File: config.mk
export PLATFORM = sky130hd
export DESIGN_NAME = clipped_box_row_masks
export DESIGN_NICKNAME = d
export VERILOG_FILES = /design/src/sv/cbrm_pkg.sv /design/src/sv/cbrm_ctrl.sv /design/src/sv/cbrm_datapath.sv /design/src/sv/clipped_box_row_masks.sv
export VERILOG_INCLUDE_DIRS = /design/src /design/src/sv
export SDC_FILE = /design/constraint.sdc
export NUM_CORES = 1
export LEC_CHECK = 0
export BUFFER_PORTS_ARGS = -buffer_cell sky130_fd_sc_hd__buf_2
export CORE_ASPECT_RATIO = 0.75
export CORE_MARGIN = 5
export CORE_UTILIZATION = 45
export DETAILED_ROUTE_END_ITERATION = 12
export HOLD_SLACK_MARGIN = 0.03
export PLACE_DENSITY = 0.65
export SYNTH_ARGS = -nofsm -noshare
export SYNTH_HDL_FRONTEND = slang
export SYNTH_SLANG_ARGS = --single-unit
File: constraint.sdc
create_clock -name aclk -period 11.6 [get_ports aclk]
set_clock_uncertainty 0.05 [all_clocks]
set_input_delay 1.74 -clock aclk [delete_from_list [all_inputs] [get_ports aclk]]
set_output_delay 1.74 -clock aclk [all_outputs]
set_load 0.01 [all_outputs]
File: src/sv/clipped_box_row_masks_macros.svh
// assertion macros for the rtl datapath
// depends on nothing; included by the datapath
`ifndef CLIPPED_BOX_ROW_MASKS_MACROS_SVH
`define CLIPPED_BOX_ROW_MASKS_MACROS_SVH

// same-cycle implication, disabled in reset
`define CBRM_ASSERT_NOW(label, clk, rst_n, ante, cons, msg) \
    label: assert property (@(posedge clk) disable iff (!(rst_n)) (ante) |-> (cons)) \
        else $error(msg);

// next-cycle implication, disabled in reset
`define CBRM_ASSERT_NEXT(label, clk, rst_n, ante, cons, msg) \
    label: assert property (@(posedge clk) disable iff (!(rst_n)) (ante) |=> (cons)) \
        else $error(msg);

`endif

File: src/sv/cbrm_pkg.sv
// shared types and constants for the clipped box row mask block
// no dependencies
package cbrm_pkg;

    localparam int SCREEN_WIDTH_DEF  = 128;
    localparam int SCREEN_HEIGHT_DEF = 64;

    localparam int COORD_W   = 11;
    localparam int CALC_W    = COORD_W + 2;
    localparam int ROW_W     = 6;
    localparam int HALF_W    = 64;
    localparam int MASK_W    = 2 * HALF_W;
    localparam int COL_W     = $clog2(MASK_W) + 1;
    localparam int S_FIELD_W = 4 * COORD_W;
    localparam int S_TDATA_W = ((S_FIELD_W + 7) / 8) * 8;
    localparam int M_FIELD_W = ROW_W + MASK_W;
    localparam int M_TDATA_W = ((M_FIELD_W + 7) / 8) * 8;

    typedef enum logic [2:0] {
        ST_IDLE = 3'b001,
        ST_MASK = 3'b010,
        ST_EMIT = 3'b100
    } cbrm_state_t;

    typedef struct packed {
        logic load;
        logic calc;
        logic emit;
    } cbrm_cmd_t;

    typedef struct packed {
        logic empty;
        logic out_free;
        logic last;
    } cbrm_status_t;

endpackage

File: src/sv/cbrm_ctrl.sv
// controller state machine: accept, mask setup, row emission
// depends on cbrm_pkg
module cbrm_ctrl
    import cbrm_pkg::*;
(
    input  logic         aclk,
    input  logic         aresetn,
    input  logic         s_tvalid,
    output logic         s_tready,
    input  cbrm_status_t status,
    output cbrm_cmd_t    cmd
);

    cbrm_state_t state_reg, state_next;

    always_ff @(posedge aclk) begin
        if (!aresetn) begin
            state_reg <= ST_IDLE;
        end else begin
            state_reg <= state_next;
        end
    end

    always_comb begin
        state_next = state_reg;
        s_tready   = 1'b0;
        cmd        = '0;
        unique case (state_reg)
            ST_IDLE: begin
                s_tready = 1'b1;
                cmd.load = s_tvalid;
                if (s_tvalid) begin
                    state_next = ST_MASK;
                end
            end
            ST_MASK: begin
                cmd.calc   = 1'b1;
                state_next = status.empty ? ST_IDLE : ST_EMIT;
            end
            ST_EMIT: begin
                cmd.emit = status.out_free;
                if (status.out_free && status.last) begin
                    state_next = ST_IDLE;
                end
            end
            default: begin
                state_next = ST_IDLE;
            end
        endcase
    end

endmodule

File: src/sv/cbrm_datapath.sv
// datapath: clipping, span and side masks, row counter, output register
// depends on cbrm_pkg and clipped_box_row_masks_macros.svh
`include "clipped_box_row_masks_macros.svh"
module cbrm_datapath
    import cbrm_pkg::*;
#(
    parameter int SCREEN_WIDTH  = SCREEN_WIDTH_DEF,
    parameter int SCREEN_HEIGHT = SCREEN_HEIGHT_DEF
) (
    input  logic                 aclk,
    input  logic                 aresetn,
    input  logic [S_TDATA_W-1:0] s_tdata,
    input  logic                 s_tuser,
    output logic                 m_tvalid,
    input  logic                 m_tready,
    output logic [M_TDATA_W-1:0] m_tdata,
    output logic                 m_tlast,
    input  cbrm_cmd_t            cmd,
    output cbrm_status_t         status
);

    localparam int XW = (SCREEN_WIDTH > 1) ? $clog2(SCREEN_WIDTH) : 1;
    localparam int WW = $clog2(SCREEN_WIDTH + 1);
    localparam int YW = (SCREEN_HEIGHT > 1) ? $clog2(SCREEN_HEIGHT) : 1;
    localparam int HW = $clog2(SCREEN_HEIGHT + 1);
    localparam logic signed [CALC_W-1:0] SW_S = CALC_W'(SCREEN_WIDTH);
    localparam logic signed [CALC_W-1:0] SH_S = CALC_W'(SCREEN_HEIGHT);

    logic signed [CALC_W-1:0] xs, ys, ws, hs, w1, h1, w2, h2, x2, y2;
    logic                     empty_next;

    logic [XW-1:0]     x0_reg;
    logic [WW-1:0]     w_reg;
    logic [YW-1:0]     y0_reg;
    logic [HW-1:0]     h_reg;
    logic              fill_reg;
    logic              empty_reg;
    logic [MASK_W-1:0] span_reg, span_next;
    logic [MASK_W-1:0] side_reg, side_next;
    logic [HW-1:0]     r_reg;
    logic              m_valid_reg;
    logic [ROW_W-1:0]  row_reg;
    logic [MASK_W-1:0] mask_reg;
    logic              m_last_reg;
    logic              last_row;
    logic              full_row;

    // clip right and bottom, then left and top
    always_comb begin
        xs = CALC_W'($signed(s_tdata[COORD_W-1:0]));
        ys = CALC_W'($signed(s_tdata[2*COORD_W-1:COORD_W]));
        ws = CALC_W'($signed(s_tdata[3*COORD_W-1:2*COORD_W]));
        hs = CALC_W'($signed(s_tdata[4*COORD_W-1:3*COORD_W]));
        w1 = (xs + ws > SW_S) ? SW_S - xs : ws;
        h1 = (ys + hs > SH_S) ? SH_S - ys : hs;
        w2 = (xs < 0) ? w1 + xs : w1;
        h2 = (ys < 0) ? h1 + ys : h1;
        x2 = (xs < 0) ? '0 : xs;
        y2 = (ys < 0) ? '0 : ys;
        empty_next = (w2 <= 0) || (h2 <= 0);
    end

    always_ff @(posedge aclk) begin
        if (cmd.load) begin
            x0_reg    <= x2[XW-1:0];
            w_reg     <= w2[WW-1:0];
            y0_reg    <= y2[YW-1:0];
            h_reg     <= h2[HW-1:0];
            fill_reg  <= s_tuser;
            empty_reg <= empty_next;
        end
    end

    // span covers the clipped columns, side only its leftmost and rightmost columns
    always_comb begin
        logic [COL_W-1:0] col_lo;
        logic [COL_W-1:0] col_end;
        col_lo  = COL_W'(x0_reg);
        col_end = COL_W'(x0_reg) + COL_W'(w_reg);
        for (int c = 0; c < MASK_W; c++) begin
            span_next[c] = (COL_W'(c) >= col_lo) && (COL_W'(c) < col_end);
            side_next[c] = (COL_W'(c) == col_lo) || (COL_W'(c) == col_end - 1'b1);
        end
    end

    always_ff @(posedge aclk) begin
        if (cmd.calc) begin
            span_reg <= span_next;
            side_reg <= side_next;
        end
    end

    assign last_row = (r_reg + 1'b1) == h_reg;
    assign full_row = fill_reg || (r_reg == '0) || last_row;

    always_ff @(posedge aclk) begin
        if (cmd.calc) begin
            r_reg <= '0;
        end else if (cmd.emit) begin
            r_reg <= r_reg + 1'b1;
        end
    end

    always_ff @(posedge aclk) begin
        if (!aresetn) begin
            m_valid_reg <= 1'b0;
        end else if (cmd.emit) begin
            m_valid_reg <= 1'b1;
        end else if (m_tready) begin
            m_valid_reg <= 1'b0;
        end
    end

    always_ff @(posedge aclk) begin
        if (cmd.emit) begin
            row_reg    <= ROW_W'(y0_reg) + ROW_W'(r_reg);
            mask_reg   <= full_row ? span_reg : side_reg;
            m_last_reg <= last_row;
        end
    end

    assign status.empty    = empty_reg;
    assign status.out_free = !m_valid_reg || m_tready;
    assign status.last     = last_row;

    assign m_tvalid = m_valid_reg;
    assign m_tlast  = m_last_reg;
    assign m_tdata  = {{(M_TDATA_W - M_FIELD_W){1'b0}}, mask_reg, row_reg};

    `CBRM_ASSERT_NOW(a_emit_in_range, aclk, aresetn, cmd.emit, r_reg < h_reg,
        "row counter ran past clipped height")
    `CBRM_ASSERT_NEXT(a_last_reaches_out, aclk, aresetn, cmd.emit && last_row,
        m_valid_reg && m_last_reg, "last row did not reach output register")
    `CBRM_ASSERT_NOW(a_row_on_screen, aclk, aresetn, m_valid_reg,
        {1'b0, row_reg} < (ROW_W + 1)'(SCREEN_HEIGHT), "row index off screen")
    `CBRM_ASSERT_NEXT(a_span_edges, aclk, aresetn, cmd.calc && !empty_reg,
        span_reg[x0_reg] && side_reg[x0_reg], "span misses left edge column")

endmodule

File: src/sv/clipped_box_row_masks.sv
// top level of the clipped box row mask block
// depends on cbrm_pkg, cbrm_ctrl, cbrm_datapath
//
// channel  dir  ports                          contents
// s_       in   s_tvalid s_tready s_tdata      origin_x origin_y box_width box_height
//                s_tuser                       fill_mode
// m_       out  m_tvalid m_tready m_tdata      row_index mask_low mask_high
//                m_tlast                       last_row
//
// a box is accepted and clipped in ST_IDLE, its column masks are built in ST_MASK,
// then rows go out one per cycle from a row counter while the output does not stall
// a box clipped to nothing goes from ST_MASK back to ST_IDLE and gives no item
// m_tready low while the output register is valid holds that register and the row counter
// reset clears the state machine and the output valid
module clipped_box_row_masks
    import cbrm_pkg::*;
#(
    parameter int SCREEN_WIDTH  = SCREEN_WIDTH_DEF,
    parameter int SCREEN_HEIGHT = SCREEN_HEIGHT_DEF
) (
    input  logic                 aclk,
    input  logic                 aresetn,
    input  logic                 s_tvalid,
    output logic                 s_tready,
    // origin_x, origin_y, box_width, box_height, zero pad
    input  logic [S_TDATA_W-1:0] s_tdata,
    // fill_mode
    input  logic                 s_tuser,
    output logic                 m_tvalid,
    input  logic                 m_tready,
    // row_index, mask_low, mask_high, zero pad
    output logic [M_TDATA_W-1:0] m_tdata,
    output logic                 m_tlast
);

    cbrm_cmd_t    cmd;
    cbrm_status_t status;

    cbrm_ctrl u_ctrl (
        .aclk     (aclk),
        .aresetn  (aresetn),
        .s_tvalid (s_tvalid),
        .s_tready (s_tready),
        .status   (status),
        .cmd      (cmd)
    );

    cbrm_datapath #(
        .SCREEN_WIDTH  (SCREEN_WIDTH),
        .SCREEN_HEIGHT (SCREEN_HEIGHT)
    ) u_datapath (
        .aclk     (aclk),
        .aresetn  (aresetn),
        .s_tdata  (s_tdata),
        .s_tuser  (s_tuser),
        .m_tvalid (m_tvalid),
        .m_tready (m_tready),
        .m_tdata  (m_tdata),
        .m_tlast  (m_tlast),
        .cmd      (cmd),
        .status   (status)
    );

endmodule

Word level (Yosys, flattened, before mapping)
Cells that the tools add are included.

operators by class
  add/sub/neg operators = 10
  $lt $le $gt $ge = 261
  equal/unequal tests = 260
  mux-type cells = 15
  reduce and logical (&&, ||, !) cells = 266

operators by type and width
  operator              count
  $eq A7 B8 Y1 const A  64
  $lt A7 B8 Y1 const A  64
  $eq A7 B7 Y1 const A  64
  $ge A7 B7 Y1 const A  63
  $eq A6 B8 Y1 const A  32
  $lt A6 B8 Y1 const A  32
  $eq A6 B7 Y1 const A  32
  $ge A6 B7 Y1 const A  32
  $logic_or A1 B1 Y1    132
  $eq A5 B8 Y1 const A  16
  $logic_and A1 B1 Y1   128
  $lt A5 B8 Y1 const A  16
  $mux W128             1
  $eq A5 B7 Y1 const A  16
  $ge A5 B7 Y1 const A  16
  $eq A4 B8 Y1 const A  8
  $lt A4 B8 Y1 const A  8
  $eq A4 B7 Y1 const A  8
  $ge A4 B7 Y1 const A  8
  $mux W13              4
  $eq A3 B8 Y1 const A  4
  $lt A3 B8 Y1 const A  4
  $eq A3 B7 Y1 const A  4
  $ge A3 B7 Y1 const A  4
  34 further kinds      52

word-level totals
  register bits = 432
  bits of input ports = 53
  output and inout bits = 139
  word-level logic and storage cells = 826

Longest topological paths before layout
  depth in word-level cells = 7
  mapped depth = 24
  gate-level depth less buffers = 22

By module
A second synthesis with hierarchy kept.

unflattened totals
  cell total of the unflattened synthesis = 1,783
  area total of the unflattened synthesis = 21,849.7 um^2

by module, submodules not included
  module         times used  cells an instance  area an instance (um^2)  seq. area each (um^2)
  cbrm_datapath  1           1,766              21,689.6                 12,802.3
  cbrm_ctrl      1           17                 160.2                    60.1

Worst setup path before layout
No wires, ideal clock.

  kind = register to register
  start = register u_ctrl.state_reg[0]
  end = register u_datapath.side_reg[0] (enable)
  library setup time = 0.887 ns
  arrival = 11.278 ns
  data required time = 10.663 ns
  setup slack = -0.615 ns
  stages on the path, launching flop included = 3
  path buffers = 0
  period minus slack after synthesis = 12.215 ns
  path through = dfxtp_1 > nand2b_1 > nor2_1

on the way
  word-level cells in the longest chain between the ends = 2

ends and longest elaborated chain
  item                      RTL line             source
  start: declaration        cbrm_ctrl.sv:14      cbrm_state_t state_reg, state_next;
  start signal: assignment  cbrm_ctrl.sv:20      state_reg <= state_next;
  $eq A3 B2 Y1              cbrm_ctrl.sv:28      unique case (state_reg)
  $mux W1                   cbrm_ctrl.sv:28
  end signal: assignment    cbrm_datapath.sv:89  side_reg <= side_next;
  end: declaration          cbrm_datapath.sv:39  logic [MASK_W-1:0] side_reg, side_next;

Every way passes these cells.
A chain may end at the register's enable or synchronous reset.

Worst setup path in the final report
  start = input port s_tdata[11]
  end = register u_datapath.empty_reg (data pin)

on the way
  word-level cells in the longest chain between the ends = 7
  elaborated cells on any way between the ends = 9
  those cells by class = add/sub (3); order compare (3); mux (2); reduce/logical (1)

ends and longest elaborated chain
  item                       RTL line                     source
  start: declaration         clipped_box_row_masks.sv:26  input logic [S_TDATA_W-1:0] s_tdata,
  $add A11 B11 Y12           cbrm_datapath.sv:55          h1 = (ys + hs > SH_S) ? SH_S - ys : hs;
  $gt A13 B8 Y1              cbrm_datapath.sv:55
  $mux W13                   cbrm_datapath.sv:55
  $add A13 B11 Y13           cbrm_datapath.sv:57          h2 = (ys < 0) ? h1 + ys : h1;
  $mux W13 (*)               cbrm_datapath.sv:57
  $le A13 B1 Y1 (*)          cbrm_datapath.sv:60          empty_next = (w2 <= 0) || (h2 <= 0);
  $logic_or A1 B1 Y1 (*)     cbrm_datapath.sv:60
  net u_datapath.empty_next  cbrm_datapath.sv:30          logic empty_next;
  end signal: assignment     cbrm_datapath.sv:70          empty_reg <= empty_next;
  end: declaration           cbrm_datapath.sv:37          logic empty_reg;

The timed path passes the listed nets; every way through them passes the cells marked *.

==> results_dict.tcl <==
set metrics [dict create \
    status "completed" \
    numCtsBuffers 43 \
    hold_path_class "flip-flop to flip-flop" \
    finalCritPeriodShare_pct 63.0 \
    synth_area_leaders "edfxtp_1 57%, mux2_2 6.9%, ha_1 3.6%" \
    worst_pin_slew_ns 1.22 \
    ir_drop_uv 99.3 \
    grt_max_degree 191 \
    worst-endpoint-arrival_ns 7.67 \
    place_hpwl_um 48500 \
    r2r_start "u_datapath.x0_reg[2]" \
    grtUsageTotal_pct 25.2 \
    max_freq_mhz 137 \
    endpoint_kind "flip-flop" \
    fillers 4228 \
    drive_above_1_share_pct 23.3 \
    seqCellArea_um2 12900 \
    drv_slew 0 \
    syn_area_um2 22000 \
    portBuffers 185 \
    overflow 0 \
    cts_max_level 2 \
    rows 70 \
    synth-warning-count 0 \
    placed_area_um2 23600 \
    rsz0062_at_grt "false" \
    yosysUniqueCellTypes 86 \
    via_count 16600 \
    areaGrowthSynthToFinish_pct 14.0 \
    worstSetupStartpointType "primary input" \
    required_ns 11.96 \
    tns_ns 0 \
    synth_compound_area_share_pct 14.6 \
    drt_iter0_markers 2451 \
    dp_cells 2560 \
    routed_wl_um 70100 \
    nets 2080 \
    drc_errors 0 \
    cts_hold_buffers 0 \
    synth_top_family_by_area "compound AO/OA/AOI/OAI gates" \
    instances_no_fill 2639 \
    cp_max_fo 20 \
    core-area_um2 48500 \
    first_pass_iters 6 \
    relSlewSlack_pct 18.4 \
    final_cell_mix "421 x edfxtp_1, 185 x buf_2, 151 x nand2_1" \
    setup_viol 0 \
    ys_async_sr_fraction_pct 0 \
    synth-seq-area-share_pct 58.5 \
    die_y_um 201 \
    hp-start "u_datapath.r_reg[1]" \
    viasPerCell 6.30 \
    worstSkewPairLatency_ns 0.59 \
    die_w_um 265 \
    antenna_violating_nets_post_route 0 \
    root_buffer "clkbuf_16" \
    min_period_ns 7.30 \
    grt_pass1_wl_um 103000 \
    powerDensity_nw_per_um2 199 \
    worst-setup-path-type "primary input to flip-flop" \
    start_util_pct 45.3 \
    drt-wirelength-per-cell_um 26.5 \
    dieArea_um2 53500 \
    avgSynthCellArea_um2 12.3 \
    clkSlewWorstSetupHoldPaths_ns 0.06 \
    synthCells 1791 \
    antenna_found_initial 3 \
    synth_flop_cell "edfxtp_1" \
    ios 192 \
    cap_violations 0 \
    gp_congestion 1.02 \
    synth_edf_count 421 \
    worstSetupStartpoint "s_tdata[11]" \
    cts_setup_buffers 0 \
    synthDominantCellAreaShare_pct 57.5 \
    multi_input_area_um2 8590 \
    grt_pass1_vias 15900 \
    cts_tree "yes" \
    synthXorXnorAreaFrac_pct 2.59 \
    cts.path.max_buffers 3 \
    hold_violations 0 \
    synthAdderAreaFrac_pct 4.19 \
    clock-sinks 432 \
    layout_commonest_cell "edfxtp_1" \
    post_cts_resized 0 \
    final_area_um2 25100 \
    yosys.area_share.simple_pct 10.2 \
    yosysTopAreaCell "edfxtp_1" \
    p_leak_nw 8.54 \
    synthMuxAreaShare_pct 7.25 \
    synth_seq_cells 432 \
]
-- cell families (layout without fill, tap and decap cells) --
logic type | Yosys count | after routing
other | 1 | 4
flip-flops | 432 | 432
XOR/XNOR | 65 | 65
AO/OA/AOI/OAI | 478 | 478
buffers and inverters | 142 | 339
multiplexers | 142 | 142
adder cells (fa/ha/maj) | 70 | 70
AND/OR/NAND/NOR | 461 | 461
-- per-layer routing --
metal	part of all wire [%]	track usage (%)	vias to the layer above
met2	41	34.9	1049
li1	-	-	7289
met5	0.017	0.0901	-
met4	3.8	8.17	2
met3	12	9.28	205
met1	43	36.8	8093
-- power breakdown --
group	leakage (nW)	switching (W)	internal [W]
logic	4.07	0.00112	0.000517
registers	3.78	0.0000334	0.00189
clock network	0.695	0.000613	0.000821
total	8.54	0.00177	0.00323
-- worst max-delay path, stage by stage --
cell and delay [ns]:
buf_2 0.12, ha_1 0.25, fa_1 0.45, xor2_1 0.18, or3_1 0.36, a2111oi_2 0.38, a31oi_1 0.16, a2111o_1 0.50
nand2_1 0.46, o21ai_0 0.16, ha_1 0.22, inv_1 0.08, fa_1 0.22, nand2b_1 0.17, a21boi_0 0.15, o31ai_1 0.36
a21oi_1 0.13, a211oi_1 0.38, a21boi_0 0.19, or4b_2 0.63, a21oi_1 0.17, a2111oi_0 0.08, o211ai_1 0.10
-- cell type report --
cell class,instances,area share [%]
flip-flops and latches,432,51.3
multi-input cells,1218,34.3
repair buffers,221,4.82
clock buffers,46,4.33
well taps,648,3.23
clock inverters,31,1.43
inverters,41,0.633
diodes,2,0.0200
-- through the flow --
stage / hold WS [ns] / power [W] / setup slack [ns] / util [%]
floorplan: 0.432 / 0.00295 / 3.81 / -
global placement: 0.456 / 0.00351 / 3.90 / 48.7
detailed placement: 0.463 / 0.00352 / 3.78 / 48.7
CTS: 0.474 / 0.00495 / 4.36 / 51.7
global route: 0.510 / 0.00516 / 3.87 / 51.7
finish: 0.479 / 0.00500 / 4.30 / 51.7
-- final timing paths --
check,depth (start not counted),end,slack [ns]
setup / recovery,23,u_datapath.empty_reg,4.30
setup reg to reg,10,u_datapath.side_reg[95],6.26
hold / removal,2,u_datapath.r_reg[1],0.48
hold reg to reg,2,u_datapath.r_reg[1],0.48
-- synth_stat cells, types with 22 or more instances --
cell      number
nor3_1        26
a221oi_1      61
edfxtp_1     421
nand2_1      151
clkbuf_1      65
o22ai_1      114
nor2_1        98
xnor2_1       36
inv_1         41
a211oi_1      27
buf_2         22
a21oi_1       92
nand2b_1      26
xor2_1        29
nand3_1       35
o21ai_0       72
ha_1          64
mux2_2       135
nor2b_1       27
Note: power is estimated with default switching activity, not from simulation.
